$ cat src/sfr_pkg.sv
// Shared types, constants and helpers for the stream find-and-replace block.
package sfr_pkg;

   localparam int MAX_PATTERN_BYTES     = 8;
   localparam int MAX_REPLACEMENT_BYTES = 8;
   localparam int RESULT_LIMIT          = 8;

   localparam int BYTE_WIDTH      = 8;
   localparam int LEN_WIDTH       = 4;
   localparam int CSR_INDEX_WIDTH = 2;
   localparam int CSR_DATA_WIDTH  = 64;
   localparam int WIN_PTR_WIDTH   = $clog2(MAX_PATTERN_BYTES);
   localparam int REP_PTR_WIDTH   = $clog2(MAX_REPLACEMENT_BYTES);
   localparam int CNT_WIDTH       = $clog2(RESULT_LIMIT + 1);

   // register indexes of the configuration port
   typedef enum logic [CSR_INDEX_WIDTH-1:0] {
      CSR_PATTERN_BYTES      = 2'd0,
      CSR_PATTERN_LENGTH     = 2'd1,
      CSR_REPLACEMENT_BYTES  = 2'd2,
      CSR_REPLACEMENT_LENGTH = 2'd3
   } csr_index_type;

   // configuration as seen by the datapath, lengths already clamped
   typedef struct packed {
      logic [MAX_PATTERN_BYTES*BYTE_WIDTH-1:0]     pattern;
      logic [LEN_WIDTH-1:0]                        pattern_len;
      logic [MAX_REPLACEMENT_BYTES*BYTE_WIDTH-1:0] replacement;
      logic [LEN_WIDTH-1:0]                        replacement_len;
   } cfg_type;

   // operations of the window compare/shift unit
   typedef enum logic [2:0] {
      WIN_HOLD,
      WIN_LOAD,
      WIN_STEP,
      WIN_DROP_HEAD,
      WIN_DROP_MATCH
   } win_op_type;

   typedef struct packed {
      win_op_type            op;
      logic [BYTE_WIDTH-1:0] load_byte;
   } win_cmd_type;

   typedef struct packed {
      logic [BYTE_WIDTH-1:0] head;
      logic                  pending;
      logic                  hit;
      logic                  complete;
      logic                  empty;
   } win_stat_type;

   // requests to the output stage
   typedef struct packed {
      logic                  emit;
      logic [BYTE_WIDTH-1:0] data;
      logic                  any_match;
      logic                  close;
      logic                  last;
   } out_cmd_type;

   typedef struct packed {
      logic emit_ok;
      logic close_ok;
   } out_stat_type;

   typedef enum logic [2:0] {
      ST_IDLE,
      ST_SCAN,
      ST_REPL,
      ST_FLUSH,
      ST_FINISH
   } state_type;

   // zero reads as one, anything above the maximum reads as the maximum
   function automatic logic [LEN_WIDTH-1:0] clamp_len(input logic [LEN_WIDTH-1:0] value,
                                                      input logic [LEN_WIDTH-1:0] max_value);
      logic [LEN_WIDTH-1:0] result;
      if (value == '0) begin
         result = LEN_WIDTH'(1);
      end else if (value > max_value) begin
         result = max_value;
      end else begin
         result = value;
      end
      return result;
   endfunction

endpackage

$ cat src/sfr_if.sv
// Channel interfaces: input words, result words and configuration writes.
interface sfr_req_if;
   logic                           valid;
   logic                           ready;
   logic [sfr_pkg::BYTE_WIDTH-1:0] in_byte;
   logic                           in_last;

   modport source (output valid, output in_byte, output in_last, input ready);
   modport sink (input valid, input in_byte, input in_last, output ready);
endinterface

interface sfr_rsp_if;
   logic                           valid;
   logic                           ready;
   logic [sfr_pkg::BYTE_WIDTH-1:0] out_byte;
   logic                           run_last;
   logic                           stream_end;
   logic                           any_match;

   modport source (output valid, output out_byte, output run_last, output stream_end,
                   output any_match, input ready);
   modport sink (input valid, input out_byte, input run_last, input stream_end,
                 input any_match, output ready);
endinterface

interface sfr_csr_if;
   logic                                valid;
   logic                                ready;
   logic [sfr_pkg::CSR_INDEX_WIDTH-1:0] index;
   logic [sfr_pkg::CSR_DATA_WIDTH-1:0]  data;

   modport source (output valid, output index, output data, input ready);
   modport sink (input valid, input index, input data, output ready);
endinterface

$ cat src/stream_find_and_replace.sv
// Top level of the streaming find-and-replace block.
//
// Usage: bytes of a stream enter on req_chan (in_byte, in_last marks the final
// byte); rewritten bytes leave on rsp_chan. Every leftmost non-overlapping
// occurrence of the pattern is replaced by the replacement bytes. csr_chan
// writes pattern_bytes (0), pattern_length (1), replacement_bytes (2) and
// replacement_length (3); it is always ready. It is to be written between steps
// by the user; the block itself does not enforce this. Each result word carries
// run_last on the final word caused by an input byte, stream_end on the final
// word of a stream, and any_match once a replacement has been made in the
// current stream. At most 8 result words per input byte. One input byte is
// handled at a time, set by the single compare/shift unit on the window buffer
// doing one action (compare, emit, rescan or replacement byte) per cycle while
// rsp_chan does not stall. A byte is accepted, then gets its actions, a check
// that the buffer is drained, a flush of held bytes at stream end, and a
// closing step. The last word of a byte moves from the lookahead into the
// result register when the byte is closed. Reset clears the window, the match
// flag and the output stage and restores a single zero byte pattern and
// replacement. When rsp_chan stalls, the sequencer holds at its next emit or
// close.
module stream_find_and_replace (
   input  logic       clock,
   input  logic       reset,
   sfr_req_if.sink    req_chan,
   sfr_rsp_if.source  rsp_chan,
   sfr_csr_if.sink    csr_chan
);

   sfr_pkg::cfg_type      cfg;
   sfr_pkg::win_cmd_type  win_cmd;
   sfr_pkg::win_stat_type win_stat;
   sfr_pkg::out_cmd_type  out_cmd;
   sfr_pkg::out_stat_type out_stat;

   sfr_csr u_csr (
      .clock    (clock),
      .reset    (reset),
      .csr_chan (csr_chan),
      .cfg      (cfg)
   );

   sfr_window u_window (
      .clock (clock),
      .reset (reset),
      .cfg   (cfg),
      .cmd   (win_cmd),
      .stat  (win_stat)
   );

   sfr_seq u_seq (
      .clock    (clock),
      .reset    (reset),
      .cfg      (cfg),
      .req_chan (req_chan),
      .win_stat (win_stat),
      .out_stat (out_stat),
      .win_cmd  (win_cmd),
      .out_cmd  (out_cmd)
   );

   sfr_out u_out (
      .clock    (clock),
      .reset    (reset),
      .cmd      (out_cmd),
      .stat     (out_stat),
      .rsp_chan (rsp_chan)
   );

endmodule

$ cat src/sfr_csr.sv
// Configuration registers with length clamping.
module sfr_csr (
   input  logic             clock,
   input  logic             reset,
   sfr_csr_if.sink          csr_chan,
   output sfr_pkg::cfg_type cfg
);

   logic [sfr_pkg::MAX_PATTERN_BYTES*sfr_pkg::BYTE_WIDTH-1:0]     pattern_ff;
   logic [sfr_pkg::LEN_WIDTH-1:0]                                 pattern_len_ff;
   logic [sfr_pkg::MAX_REPLACEMENT_BYTES*sfr_pkg::BYTE_WIDTH-1:0] replacement_ff;
   logic [sfr_pkg::LEN_WIDTH-1:0]                                 replacement_len_ff;

   // always take writes
   assign csr_chan.ready = 1'b1;

   // store register writes
   always_ff @(posedge clock) begin
      if (reset) begin
         pattern_ff         <= '0;
         pattern_len_ff     <= sfr_pkg::LEN_WIDTH'(1);
         replacement_ff     <= '0;
         replacement_len_ff <= sfr_pkg::LEN_WIDTH'(1);
      end else if (csr_chan.valid && csr_chan.ready) begin
         case (csr_chan.index)
            sfr_pkg::CSR_PATTERN_BYTES: begin
               pattern_ff <= csr_chan.data[sfr_pkg::MAX_PATTERN_BYTES*sfr_pkg::BYTE_WIDTH-1:0];
            end
            sfr_pkg::CSR_PATTERN_LENGTH: begin
               pattern_len_ff <= csr_chan.data[sfr_pkg::LEN_WIDTH-1:0];
            end
            sfr_pkg::CSR_REPLACEMENT_BYTES: begin
               replacement_ff <=
                  csr_chan.data[sfr_pkg::MAX_REPLACEMENT_BYTES*sfr_pkg::BYTE_WIDTH-1:0];
            end
            sfr_pkg::CSR_REPLACEMENT_LENGTH: begin
               replacement_len_ff <= csr_chan.data[sfr_pkg::LEN_WIDTH-1:0];
            end
            default: begin
            end
         endcase
      end
   end

   // present clamped lengths
   always_comb begin
      cfg.pattern         = pattern_ff;
      cfg.pattern_len     = sfr_pkg::clamp_len(pattern_len_ff,
                                               sfr_pkg::LEN_WIDTH'(sfr_pkg::MAX_PATTERN_BYTES));
      cfg.replacement     = replacement_ff;
      cfg.replacement_len = sfr_pkg::clamp_len(replacement_len_ff,
                                               sfr_pkg::LEN_WIDTH'(sfr_pkg::MAX_REPLACEMENT_BYTES));
   end

endmodule

$ cat src/sfr_window.sv
// Match window: byte buffer, pattern compare and shared shift unit.
module sfr_window (
   input  logic                  clock,
   input  logic                  reset,
   input  sfr_pkg::cfg_type      cfg,
   input  sfr_pkg::win_cmd_type  cmd,
   output sfr_pkg::win_stat_type stat
);

   // buffer holds matched bytes (below wc) followed by bytes still to scan
   logic [sfr_pkg::BYTE_WIDTH-1:0]    buf_ff [sfr_pkg::MAX_PATTERN_BYTES];
   logic [sfr_pkg::BYTE_WIDTH-1:0]    buf_in [sfr_pkg::MAX_PATTERN_BYTES];
   logic [sfr_pkg::LEN_WIDTH-1:0]     n_ff, n_in;
   logic [sfr_pkg::LEN_WIDTH-1:0]     wc_ff, wc_in;

   logic [sfr_pkg::WIN_PTR_WIDTH-1:0] wptr;
   logic [sfr_pkg::BYTE_WIDTH-1:0]    pat_byte;
   logic [sfr_pkg::LEN_WIDTH-1:0]     shift_amt;
   logic [sfr_pkg::LEN_WIDTH-1:0]     src_idx [sfr_pkg::MAX_PATTERN_BYTES];

   // compare the scan byte against the pattern
   always_comb begin
      wptr          = wc_ff[sfr_pkg::WIN_PTR_WIDTH-1:0];
      pat_byte      = cfg.pattern[{wptr, 3'b000} +: sfr_pkg::BYTE_WIDTH];
      stat.head     = buf_ff[0];
      stat.pending  = wc_ff < n_ff;
      stat.hit      = (wc_ff < n_ff) && (wc_ff < cfg.pattern_len) && (buf_ff[wptr] == pat_byte);
      stat.complete = (wc_ff + sfr_pkg::LEN_WIDTH'(1)) == cfg.pattern_len;
      stat.empty    = n_ff == '0;
   end

   // shift unit and window update
   always_comb begin
      shift_amt = (cmd.op == sfr_pkg::WIN_DROP_MATCH) ? cfg.pattern_len : sfr_pkg::LEN_WIDTH'(1);
      buf_in    = buf_ff;
      n_in      = n_ff;
      wc_in     = wc_ff;
      for (int i = 0; i < sfr_pkg::MAX_PATTERN_BYTES; i++) begin
         src_idx[i] = sfr_pkg::LEN_WIDTH'(i) + shift_amt;
      end
      case (cmd.op)
         sfr_pkg::WIN_LOAD: begin
            buf_in[n_ff[sfr_pkg::WIN_PTR_WIDTH-1:0]] = cmd.load_byte;
            n_in = n_ff + sfr_pkg::LEN_WIDTH'(1);
         end
         sfr_pkg::WIN_STEP: begin
            wc_in = wc_ff + sfr_pkg::LEN_WIDTH'(1);
         end
         sfr_pkg::WIN_DROP_HEAD, sfr_pkg::WIN_DROP_MATCH: begin
            for (int i = 0; i < sfr_pkg::MAX_PATTERN_BYTES; i++) begin
               if (src_idx[i] < sfr_pkg::LEN_WIDTH'(sfr_pkg::MAX_PATTERN_BYTES)) begin
                  buf_in[i] = buf_ff[src_idx[i][sfr_pkg::WIN_PTR_WIDTH-1:0]];
               end
            end
            n_in  = n_ff - shift_amt;
            wc_in = '0;
         end
         default: begin
         end
      endcase
   end

   always_ff @(posedge clock) begin
      buf_ff <= buf_in;
   end

   always_ff @(posedge clock) begin
      if (reset) begin
         n_ff  <= '0;
         wc_ff <= '0;
      end else begin
         n_ff  <= n_in;
         wc_ff <= wc_in;
      end
   end

   assert property (@(posedge clock) disable iff (reset) wc_ff <= n_ff)
      else $error("window match count beyond buffered bytes");
   assert property (@(posedge clock) disable iff (reset)
                    n_ff <= sfr_pkg::LEN_WIDTH'(sfr_pkg::MAX_PATTERN_BYTES))
      else $error("window buffer overflow");
   assert property (@(posedge clock) disable iff (reset)
                    cmd.op == sfr_pkg::WIN_DROP_MATCH |-> cfg.pattern_len <= n_ff)
      else $error("match drop larger than buffer");

endmodule

$ cat src/sfr_seq.sv
// Sequencer: one window action per cycle unless stalled; issues output words.
module sfr_seq (
   input  logic                  clock,
   input  logic                  reset,
   input  sfr_pkg::cfg_type      cfg,
   sfr_req_if.sink               req_chan,
   input  sfr_pkg::win_stat_type win_stat,
   input  sfr_pkg::out_stat_type out_stat,
   output sfr_pkg::win_cmd_type  win_cmd,
   output sfr_pkg::out_cmd_type  out_cmd
);

   sfr_pkg::state_type state_ff, state_in;
   logic                             last_ff, last_in;
   logic                             match_seen_ff, match_seen_in;
   logic [sfr_pkg::REP_PTR_WIDTH-1:0] ri_ff, ri_in;
   logic [sfr_pkg::LEN_WIDTH-1:0]    rlen_m1;

   assign rlen_m1 = cfg.replacement_len - sfr_pkg::LEN_WIDTH'(1);

   // next state
   always_comb begin
      state_in = state_ff;
      case (state_ff)
         sfr_pkg::ST_IDLE: begin
            if (req_chan.valid) begin
               state_in = sfr_pkg::ST_SCAN;
            end
         end
         sfr_pkg::ST_SCAN: begin
            if (!win_stat.pending) begin
               state_in = last_ff ? sfr_pkg::ST_FLUSH : sfr_pkg::ST_FINISH;
            end else if (win_stat.hit && win_stat.complete) begin
               state_in = sfr_pkg::ST_REPL;
            end
         end
         sfr_pkg::ST_REPL: begin
            if (out_stat.emit_ok && (ri_ff == rlen_m1[sfr_pkg::REP_PTR_WIDTH-1:0])) begin
               state_in = sfr_pkg::ST_SCAN;
            end
         end
         sfr_pkg::ST_FLUSH: begin
            if (win_stat.empty) begin
               state_in = sfr_pkg::ST_FINISH;
            end
         end
         sfr_pkg::ST_FINISH: begin
            if (out_stat.close_ok) begin
               state_in = sfr_pkg::ST_IDLE;
            end
         end
         default: begin
            state_in = sfr_pkg::ST_IDLE;
         end
      endcase
   end

   // outputs and datapath control
   always_comb begin
      req_chan.ready    = 1'b0;
      win_cmd.op        = sfr_pkg::WIN_HOLD;
      win_cmd.load_byte = req_chan.in_byte;
      out_cmd.emit      = 1'b0;
      out_cmd.data      = win_stat.head;
      out_cmd.any_match = match_seen_ff;
      out_cmd.close     = 1'b0;
      out_cmd.last      = last_ff;
      last_in           = last_ff;
      match_seen_in     = match_seen_ff;
      ri_in             = ri_ff;
      case (state_ff)
         sfr_pkg::ST_IDLE: begin
            req_chan.ready = 1'b1;
            if (req_chan.valid) begin
               win_cmd.op = sfr_pkg::WIN_LOAD;
               last_in    = req_chan.in_last;
            end
         end
         sfr_pkg::ST_SCAN: begin
            if (win_stat.pending) begin
               if (win_stat.hit) begin
                  if (win_stat.complete) begin
                     // whole pattern held: drop it and start the replacement
                     win_cmd.op    = sfr_pkg::WIN_DROP_MATCH;
                     match_seen_in = 1'b1;
                     ri_in         = '0;
                  end else begin
                     win_cmd.op = sfr_pkg::WIN_STEP;
                  end
               end else begin
                  // mismatch: emit the head and rescan the rest
                  out_cmd.emit = 1'b1;
                  if (out_stat.emit_ok) begin
                     win_cmd.op = sfr_pkg::WIN_DROP_HEAD;
                  end
               end
            end
         end
         sfr_pkg::ST_REPL: begin
            out_cmd.emit = 1'b1;
            out_cmd.data = cfg.replacement[{ri_ff, 3'b000} +: sfr_pkg::BYTE_WIDTH];
            if (out_stat.emit_ok) begin
               ri_in = ri_ff + sfr_pkg::REP_PTR_WIDTH'(1);
            end
         end
         sfr_pkg::ST_FLUSH: begin
            if (!win_stat.empty) begin
               out_cmd.emit = 1'b1;
               if (out_stat.emit_ok) begin
                  win_cmd.op = sfr_pkg::WIN_DROP_HEAD;
               end
            end
         end
         sfr_pkg::ST_FINISH: begin
            out_cmd.close = 1'b1;
            if (out_stat.close_ok && last_ff) begin
               match_seen_in = 1'b0;
            end
         end
         default: begin
         end
      endcase
   end

   always_ff @(posedge clock) begin
      if (reset) begin
         state_ff      <= sfr_pkg::ST_IDLE;
         last_ff       <= 1'b0;
         match_seen_ff <= 1'b0;
         ri_ff         <= '0;
      end else begin
         state_ff      <= state_in;
         last_ff       <= last_in;
         match_seen_ff <= match_seen_in;
         ri_ff         <= ri_in;
      end
   end

   assert property (@(posedge clock) disable iff (reset)
                    state_ff == sfr_pkg::ST_REPL |-> match_seen_ff)
      else $error("replacement emitted without a recorded match");
   assert property (@(posedge clock) disable iff (reset)
                    state_ff == sfr_pkg::ST_FINISH && out_stat.close_ok && last_ff
                    |=> !match_seen_ff && state_ff == sfr_pkg::ST_IDLE)
      else $error("stream end did not clear the match flag");

endmodule

$ cat src/sfr_out.sv
// Output stage: one-word lookahead to mark the last word of a step, plus result register.
module sfr_out (
   input  logic                  clock,
   input  logic                  reset,
   input  sfr_pkg::out_cmd_type  cmd,
   output sfr_pkg::out_stat_type stat,
   sfr_rsp_if.source             rsp_chan
);

   logic                           hold_v_ff, hold_v_in;
   logic [sfr_pkg::BYTE_WIDTH-1:0] hold_byte_ff, hold_byte_in;
   logic                           hold_am_ff, hold_am_in;

   logic                           out_v_ff, out_v_in;
   logic [sfr_pkg::BYTE_WIDTH-1:0] out_byte_ff, out_byte_in;
   logic                           out_run_last_ff, out_run_last_in;
   logic                           out_end_ff, out_end_in;
   logic                           out_am_ff, out_am_in;

   logic [sfr_pkg::CNT_WIDTH-1:0]  cnt_ff, cnt_in;
   logic                           drop;
   logic                           out_free;

   assign drop          = cnt_ff == sfr_pkg::CNT_WIDTH'(sfr_pkg::RESULT_LIMIT);
   assign out_free      = !out_v_ff || rsp_chan.ready;
   assign stat.emit_ok  = drop || !hold_v_ff || out_free;
   assign stat.close_ok = !hold_v_ff || out_free;

   // move words from the lookahead into the result register
   always_comb begin
      hold_v_in       = hold_v_ff;
      hold_byte_in    = hold_byte_ff;
      hold_am_in      = hold_am_ff;
      out_v_in        = out_v_ff && !rsp_chan.ready;
      out_byte_in     = out_byte_ff;
      out_run_last_in = out_run_last_ff;
      out_end_in      = out_end_ff;
      out_am_in       = out_am_ff;
      cnt_in          = cnt_ff;
      if (cmd.emit && stat.emit_ok && !drop) begin
         if (hold_v_ff) begin
            out_v_in        = 1'b1;
            out_byte_in     = hold_byte_ff;
            out_run_last_in = 1'b0;
            out_end_in      = 1'b0;
            out_am_in       = hold_am_ff;
         end
         hold_v_in    = 1'b1;
         hold_byte_in = cmd.data;
         hold_am_in   = cmd.any_match;
         cnt_in       = cnt_ff + sfr_pkg::CNT_WIDTH'(1);
      end else if (cmd.close && stat.close_ok) begin
         // close the step: the held word is its final result
         if (hold_v_ff) begin
            out_v_in        = 1'b1;
            out_byte_in     = hold_byte_ff;
            out_run_last_in = 1'b1;
            out_end_in      = cmd.last;
            out_am_in       = hold_am_ff;
         end
         hold_v_in = 1'b0;
         cnt_in    = '0;
      end
   end

   always_ff @(posedge clock) begin
      hold_byte_ff    <= hold_byte_in;
      hold_am_ff      <= hold_am_in;
      out_byte_ff     <= out_byte_in;
      out_run_last_ff <= out_run_last_in;
      out_end_ff      <= out_end_in;
      out_am_ff       <= out_am_in;
   end

   always_ff @(posedge clock) begin
      if (reset) begin
         hold_v_ff <= 1'b0;
         out_v_ff  <= 1'b0;
         cnt_ff    <= '0;
      end else begin
         hold_v_ff <= hold_v_in;
         out_v_ff  <= out_v_in;
         cnt_ff    <= cnt_in;
      end
   end

   assign rsp_chan.valid      = out_v_ff;
   assign rsp_chan.out_byte   = out_byte_ff;
   assign rsp_chan.run_last   = out_run_last_ff;
   assign rsp_chan.stream_end = out_end_ff;
   assign rsp_chan.any_match  = out_am_ff;

   assert property (@(posedge clock) disable iff (reset) hold_v_ff |-> cnt_ff != '0)
      else $error("held word without a result count");

endmodule

$ cat src/flat_wrapper.sv
// flat-port wrapper written by rule: the top's interface ports become plain ports
module stream_find_and_replace_flat 
  (clock, reset, req_chan_valid, req_chan_in_byte, req_chan_in_last, req_chan_ready, rsp_chan_valid, rsp_chan_out_byte, rsp_chan_run_last, rsp_chan_stream_end, rsp_chan_any_match, rsp_chan_ready, csr_chan_valid, csr_chan_index, csr_chan_data, csr_chan_ready);
  sfr_req_if req_chan_i ();
  sfr_rsp_if rsp_chan_i ();
  sfr_csr_if csr_chan_i ();
  input  logic clock;
  input  logic reset;
  input wire logic [$bits(req_chan_i.valid)-1:0] req_chan_valid;
  input wire logic [$bits(req_chan_i.in_byte)-1:0] req_chan_in_byte;
  input wire logic [$bits(req_chan_i.in_last)-1:0] req_chan_in_last;
  output wire logic [$bits(req_chan_i.ready)-1:0] req_chan_ready;
  output wire logic [$bits(rsp_chan_i.valid)-1:0] rsp_chan_valid;
  output wire logic [$bits(rsp_chan_i.out_byte)-1:0] rsp_chan_out_byte;
  output wire logic [$bits(rsp_chan_i.run_last)-1:0] rsp_chan_run_last;
  output wire logic [$bits(rsp_chan_i.stream_end)-1:0] rsp_chan_stream_end;
  output wire logic [$bits(rsp_chan_i.any_match)-1:0] rsp_chan_any_match;
  input wire logic [$bits(rsp_chan_i.ready)-1:0] rsp_chan_ready;
  input wire logic [$bits(csr_chan_i.valid)-1:0] csr_chan_valid;
  input wire logic [$bits(csr_chan_i.index)-1:0] csr_chan_index;
  input wire logic [$bits(csr_chan_i.data)-1:0] csr_chan_data;
  output wire logic [$bits(csr_chan_i.ready)-1:0] csr_chan_ready;
  assign req_chan_i.valid = req_chan_valid;
  assign req_chan_i.in_byte = req_chan_in_byte;
  assign req_chan_i.in_last = req_chan_in_last;
  assign req_chan_ready = req_chan_i.ready;
  assign rsp_chan_valid = rsp_chan_i.valid;
  assign rsp_chan_out_byte = rsp_chan_i.out_byte;
  assign rsp_chan_run_last = rsp_chan_i.run_last;
  assign rsp_chan_stream_end = rsp_chan_i.stream_end;
  assign rsp_chan_any_match = rsp_chan_i.any_match;
  assign rsp_chan_i.ready = rsp_chan_ready;
  assign csr_chan_i.valid = csr_chan_valid;
  assign csr_chan_i.index = csr_chan_index;
  assign csr_chan_i.data = csr_chan_data;
  assign csr_chan_ready = csr_chan_i.ready;
  stream_find_and_replace u_core (.clock(clock), .reset(reset), .req_chan(req_chan_i), .rsp_chan(rsp_chan_i), .csr_chan(csr_chan_i));
endmodule
$ cat config.mk
export PLATFORM = sky130hd
export DESIGN_NAME = stream_find_and_replace_flat
export DESIGN_NICKNAME = d
export VERILOG_FILES = /design/src/sfr_pkg.sv /design/src/sfr_if.sv /design/src/stream_find_and_replace.sv /design/src/sfr_csr.sv /design/src/sfr_window.sv /design/src/sfr_seq.sv /design/src/sfr_out.sv /design/src/flat_wrapper.sv
export SDC_FILE = /design/constraint.sdc
export NUM_CORES = 1
export LEC_CHECK = 0
export BUFFER_PORTS_ARGS = -buffer_cell sky130_fd_sc_hd__buf_2
export CORE_MARGIN = 4
export CORE_UTILIZATION = 62
export CTS_CLUSTER_DIAMETER = 80
export DETAILED_ROUTE_END_ITERATION = 10
export MAX_ROUTING_LAYER = met4
export PLACE_DENSITY_LB_ADDON = 0.1
export SLEW_MARGIN = 0
export SYNTH_ARGS = -nofsm -noshare
export SYNTH_HDL_FRONTEND = slang
export SYNTH_SLANG_ARGS = --single-unit
$ cat constraint.sdc
create_clock -name clock -period 6.55 [get_ports clock]
set_clock_uncertainty 0.2 [all_clocks]
set_input_delay 0.655 -clock clock [delete_from_list [all_inputs] [get_ports clock]]
set_output_delay 0.655 -clock clock [all_outputs]
set_load 0.01 [all_outputs]
==> qor.yml <==
run_status:
  outcome: "finished, final reports clean"
setup_path:
  cpPeakStageDelay_ns: 0.75
  worstPathRequired_ns: 6.81
  startpoint_type: "flip-flop"
  worstPathArrival_ns: 6.27
  cp-end-kind: "flip-flop"
  path_max_fanout: 22
  worstPathCellList: "nor2b_2 -> buf_4 -> inv_1 -> ha_1 -> nor2b_1 -> o21a_1 -> o21ai_0 -> nand4_1 -> nor4_4 -> nand2_1 -> nor2_1 -> inv_2 -> nand2_1 -> inv_1 -> ha_1 -> a21oi_1 -> a21boi_0 -> or4_1 -> a21oi_1"
  crit_type: "reg2reg"
  rr_worst_depth: 19
  cp_slowest_cell: "nor4_4"
cts:
  path_clk_slew_ns: 0.06
  clock_path_buffers: 3
  cts.sinks: 242
  clock_latency_ns: 0.54
  hold_buffers: 0
  cts_made_buffers: 26
  cts_setup_buffers: 0
  cts_tree: "yes"
  clockRootBuffer: "clkbuf_16"
  htreeDepth: 1
  ctsResizeCount: 0
sta:
  max_slew.worst_pin.slew_ns: 1.229
  slew_headroom_pct: 17.38
  hold_viol: 0
  setup_tns_ns: 0
  finalCritPeriodShare_pct: 91.78
  fin_crit_ns: 6.011
  setup_viol: 0
  slew_viol_final: 0
  rsz0062_at_grt: "false"
  fmax_ghz: 0.1664
floorplanning:
  initial_core_util_pct: 63.35
  die_y_um: 160.3
  num_rows: 55
  core_um2: 22710
  die_x_um: 160.3
  io_pins: 94
  die_area_um2: 25700
detailed_routing:
  detail-route-antenna-nets: 0
  wirelength_um: 43740
  wl_per_cell_um: 23.38
  firstDrtPassIters: 5
  viasPerCell: 6.610
  drcViolationCount: 0
  dr.first_iter.drc_count: 1453
  vias: 12367
synthesis:
  syn_inst: 1536
  synth-edff-count: 84
  yosys_warnings: 0
  synth_area_leader_cell: "dfxtp_1"
  yosysSeqAreaShare_pct: 39.52
  syn-num-nets: 1638
  syn_avg_cell_area_um2: 9.366
  synth_top_area_share_pct: 21.99
  synthFlopType: "dfxtp_1"
  synthArstFlopShare_pct: 0
  synth.distinct_cells: 75
  synth_most_common_cell: "nand2_1"
  syn_area_um2: 14390
  yosys-top-cells-count: "312 x nand2_1, 170 x a21oi_1, 158 x dfxtp_1"
  synth_area_leaders: "dfxtp_1 22%, edfxtp_1 18%, mux4_2 9.7%"
  synth-seq-cells: 242
placement:
  dpl_cell_area_um2: 14930
  placedCellCount: 1825
  hpwl_um: 31270
  port_buffers: 92
  place_congestion: 0.9601
grt:
  grt_overflow: 0
  grt_start_max_net_pins: 95
  track_usage_pct: 34.26
  antenna_found_initial: 0
  grt_pass1_vias: 11891
  grt_pass1_wl_um: 68370
layout:
  diodes: 0
  stdcell_count: 1871
  layout-drive-gt1-share_pct: 17.53
  nets: 1670
  finish.utilization_pct: 69.32
  design_area_um2: 15740
  area_growth_pct: 9.428
pwr:
  max-vdd-ir-drop_uv: 256.6
  cellLeakagePower_nw: 5.843
  power.density_nw_per_um2: 359.4
run:
  drv_cap: 0
hold_path:
  hp-class: "in2reg"
  min_path_cells: 3
[cell usage in the layout (no fill, tap or decap), types with 6 or more instances in the layout]
| cell type | Yosys | final |
|---|---|---|
| nand2b_1 | 10 | 10 |
| mux4_2 | 62 | 62 |
| and3_1 | 11 | 11 |
| ha_1 | 21 | 21 |
| a221o_1 | 9 | 9 |
| o21ai_0 | 47 | 47 |
| mux2_2 | 32 | 32 |
| nor2b_1 | 7 | 6 |
| nor2_1 | 80 | 78 |
| xnor2_1 | 24 | 24 |
| a211o_1 | 8 | 8 |
| edfxtp_1 | 84 | 84 |
| nand4_1 | 7 | 7 |
| nand3_1 | 64 | 64 |
| clkbuf_16 | 0 | 27 |
| o221ai_1 | 9 | 9 |
| buf_4 | 11 | 28 |
| clkbuf_1 | 73 | 6 |
| nand2_1 | 312 | 312 |
| inv_1 | 28 | 28 |
| buf_2 | 12 | 91 |
| mux2i_1 | 108 | 108 |
| dfxtp_1 | 158 | 157 |
| a21oi_1 | 170 | 170 |
| xor2_1 | 25 | 23 |
| nor3_1 | 14 | 11 |
| a22oi_1 | 11 | 11 |
| a32oi_1 | 6 | 6 |
| clkinv_2 | 0 | 6 |
| o211ai_1 | 20 | 20 |
[path summary, 6_finish.rpt]
kind / startpoint / endpoint / slack (ns)
max: u_core.u_csr.pattern_len_ff[1] / u_core.u_window.n_ff[3] / 0.54
min: req_chan_in_last / u_core.u_seq.last_ff / 0.15
max reg2reg: u_core.u_csr.pattern_len_ff[1] / u_core.u_window.n_ff[3] / 0.54
min reg2reg: u_core.u_out.hold_am_ff / u_core.u_out.rsp_chan.any_match / 0.22
[cell families after synthesis]
logic type               count (synthesis)  synth area share (%)
AO/OA/AOI/OAI                          322                 13.59
XOR/XNOR                                49                 2.983
adder cells (fa/ha/maj)                 22                 1.966
buffers and inverters                  148                 4.601
flip-flops                             242                 39.52
multiplexers                           206                 20.46
other                                    1               0.02607
AND/OR/NAND/NOR                        546                 16.86
[through the flow]
step	hold slack (ns)	setup WS (ns)	total power [mW]
after CTS	0.1491	0.6223	5.611
final	0.1519	0.5386	5.658
after floorplan	0.2003	1.812	3.513
after global routing	0.1778	0.09469	5.911
after detailed placement	0.2070	0.6457	4.195
after global placement	0.2024	0.8140	4.162
[layout make-up]
type / count / area, um2
fillers: 1836 / 6967
clock inverters: 8 / 45.04
well taps: 285 / 356.6
repair buffers: 119 / 665.6
multi-input cells: 1146 / 8098
flip-flops and latches: 242 / 5687
clock buffers: 38 / 767.0
inverters: 33 / 123.9
[state kept, by name (all words and copies together), names as in the netlist, 8 cells and up]
| name | count |
|---|---|
| u_core.u_csr.pattern_ff | 64 |
| u_core.u_csr.replacement_ff | 64 |
| u_core.u_out.hold_byte_ff | 8 |
| u_core.u_out.rsp_chan.out_byte | 8 |
| u_core.u_window.buf_ff | 56 |
| u_core.u_window.stat | 8 |
[routing by layer]
layer  up-vias  track usage (%)  routed length [um]
li1       5630                -                   -
met1      5988            46.94               17920
met2       635            53.53               20380
met3       114            5.697                4073
met4         0            9.269                1360
met5         -                -                   0
[worst max-delay path: cells and delay by family, from the launching register on]
| family | cells | cell delay [ns] |
|---|---|---|
| AND/OR/NAND/NOR | 8 | 2.97 |
| buffers and inverters | 4 | 0.92 |
| AO/OA/AOI/OAI | 5 | 0.75 |
| adder cells (fa/ha/maj) | 2 | 0.70 |
| flip-flops | 1 | 0.39 |
[power by group]
group | internal (mW) | switching [mW]
combinational | 0.751 | 1.14
clock | 0.808 | 0.615
sequential | 1.93 | 0.408
total | 3.49 | 2.16
Note: power is estimated with default switching activity, not from simulation.
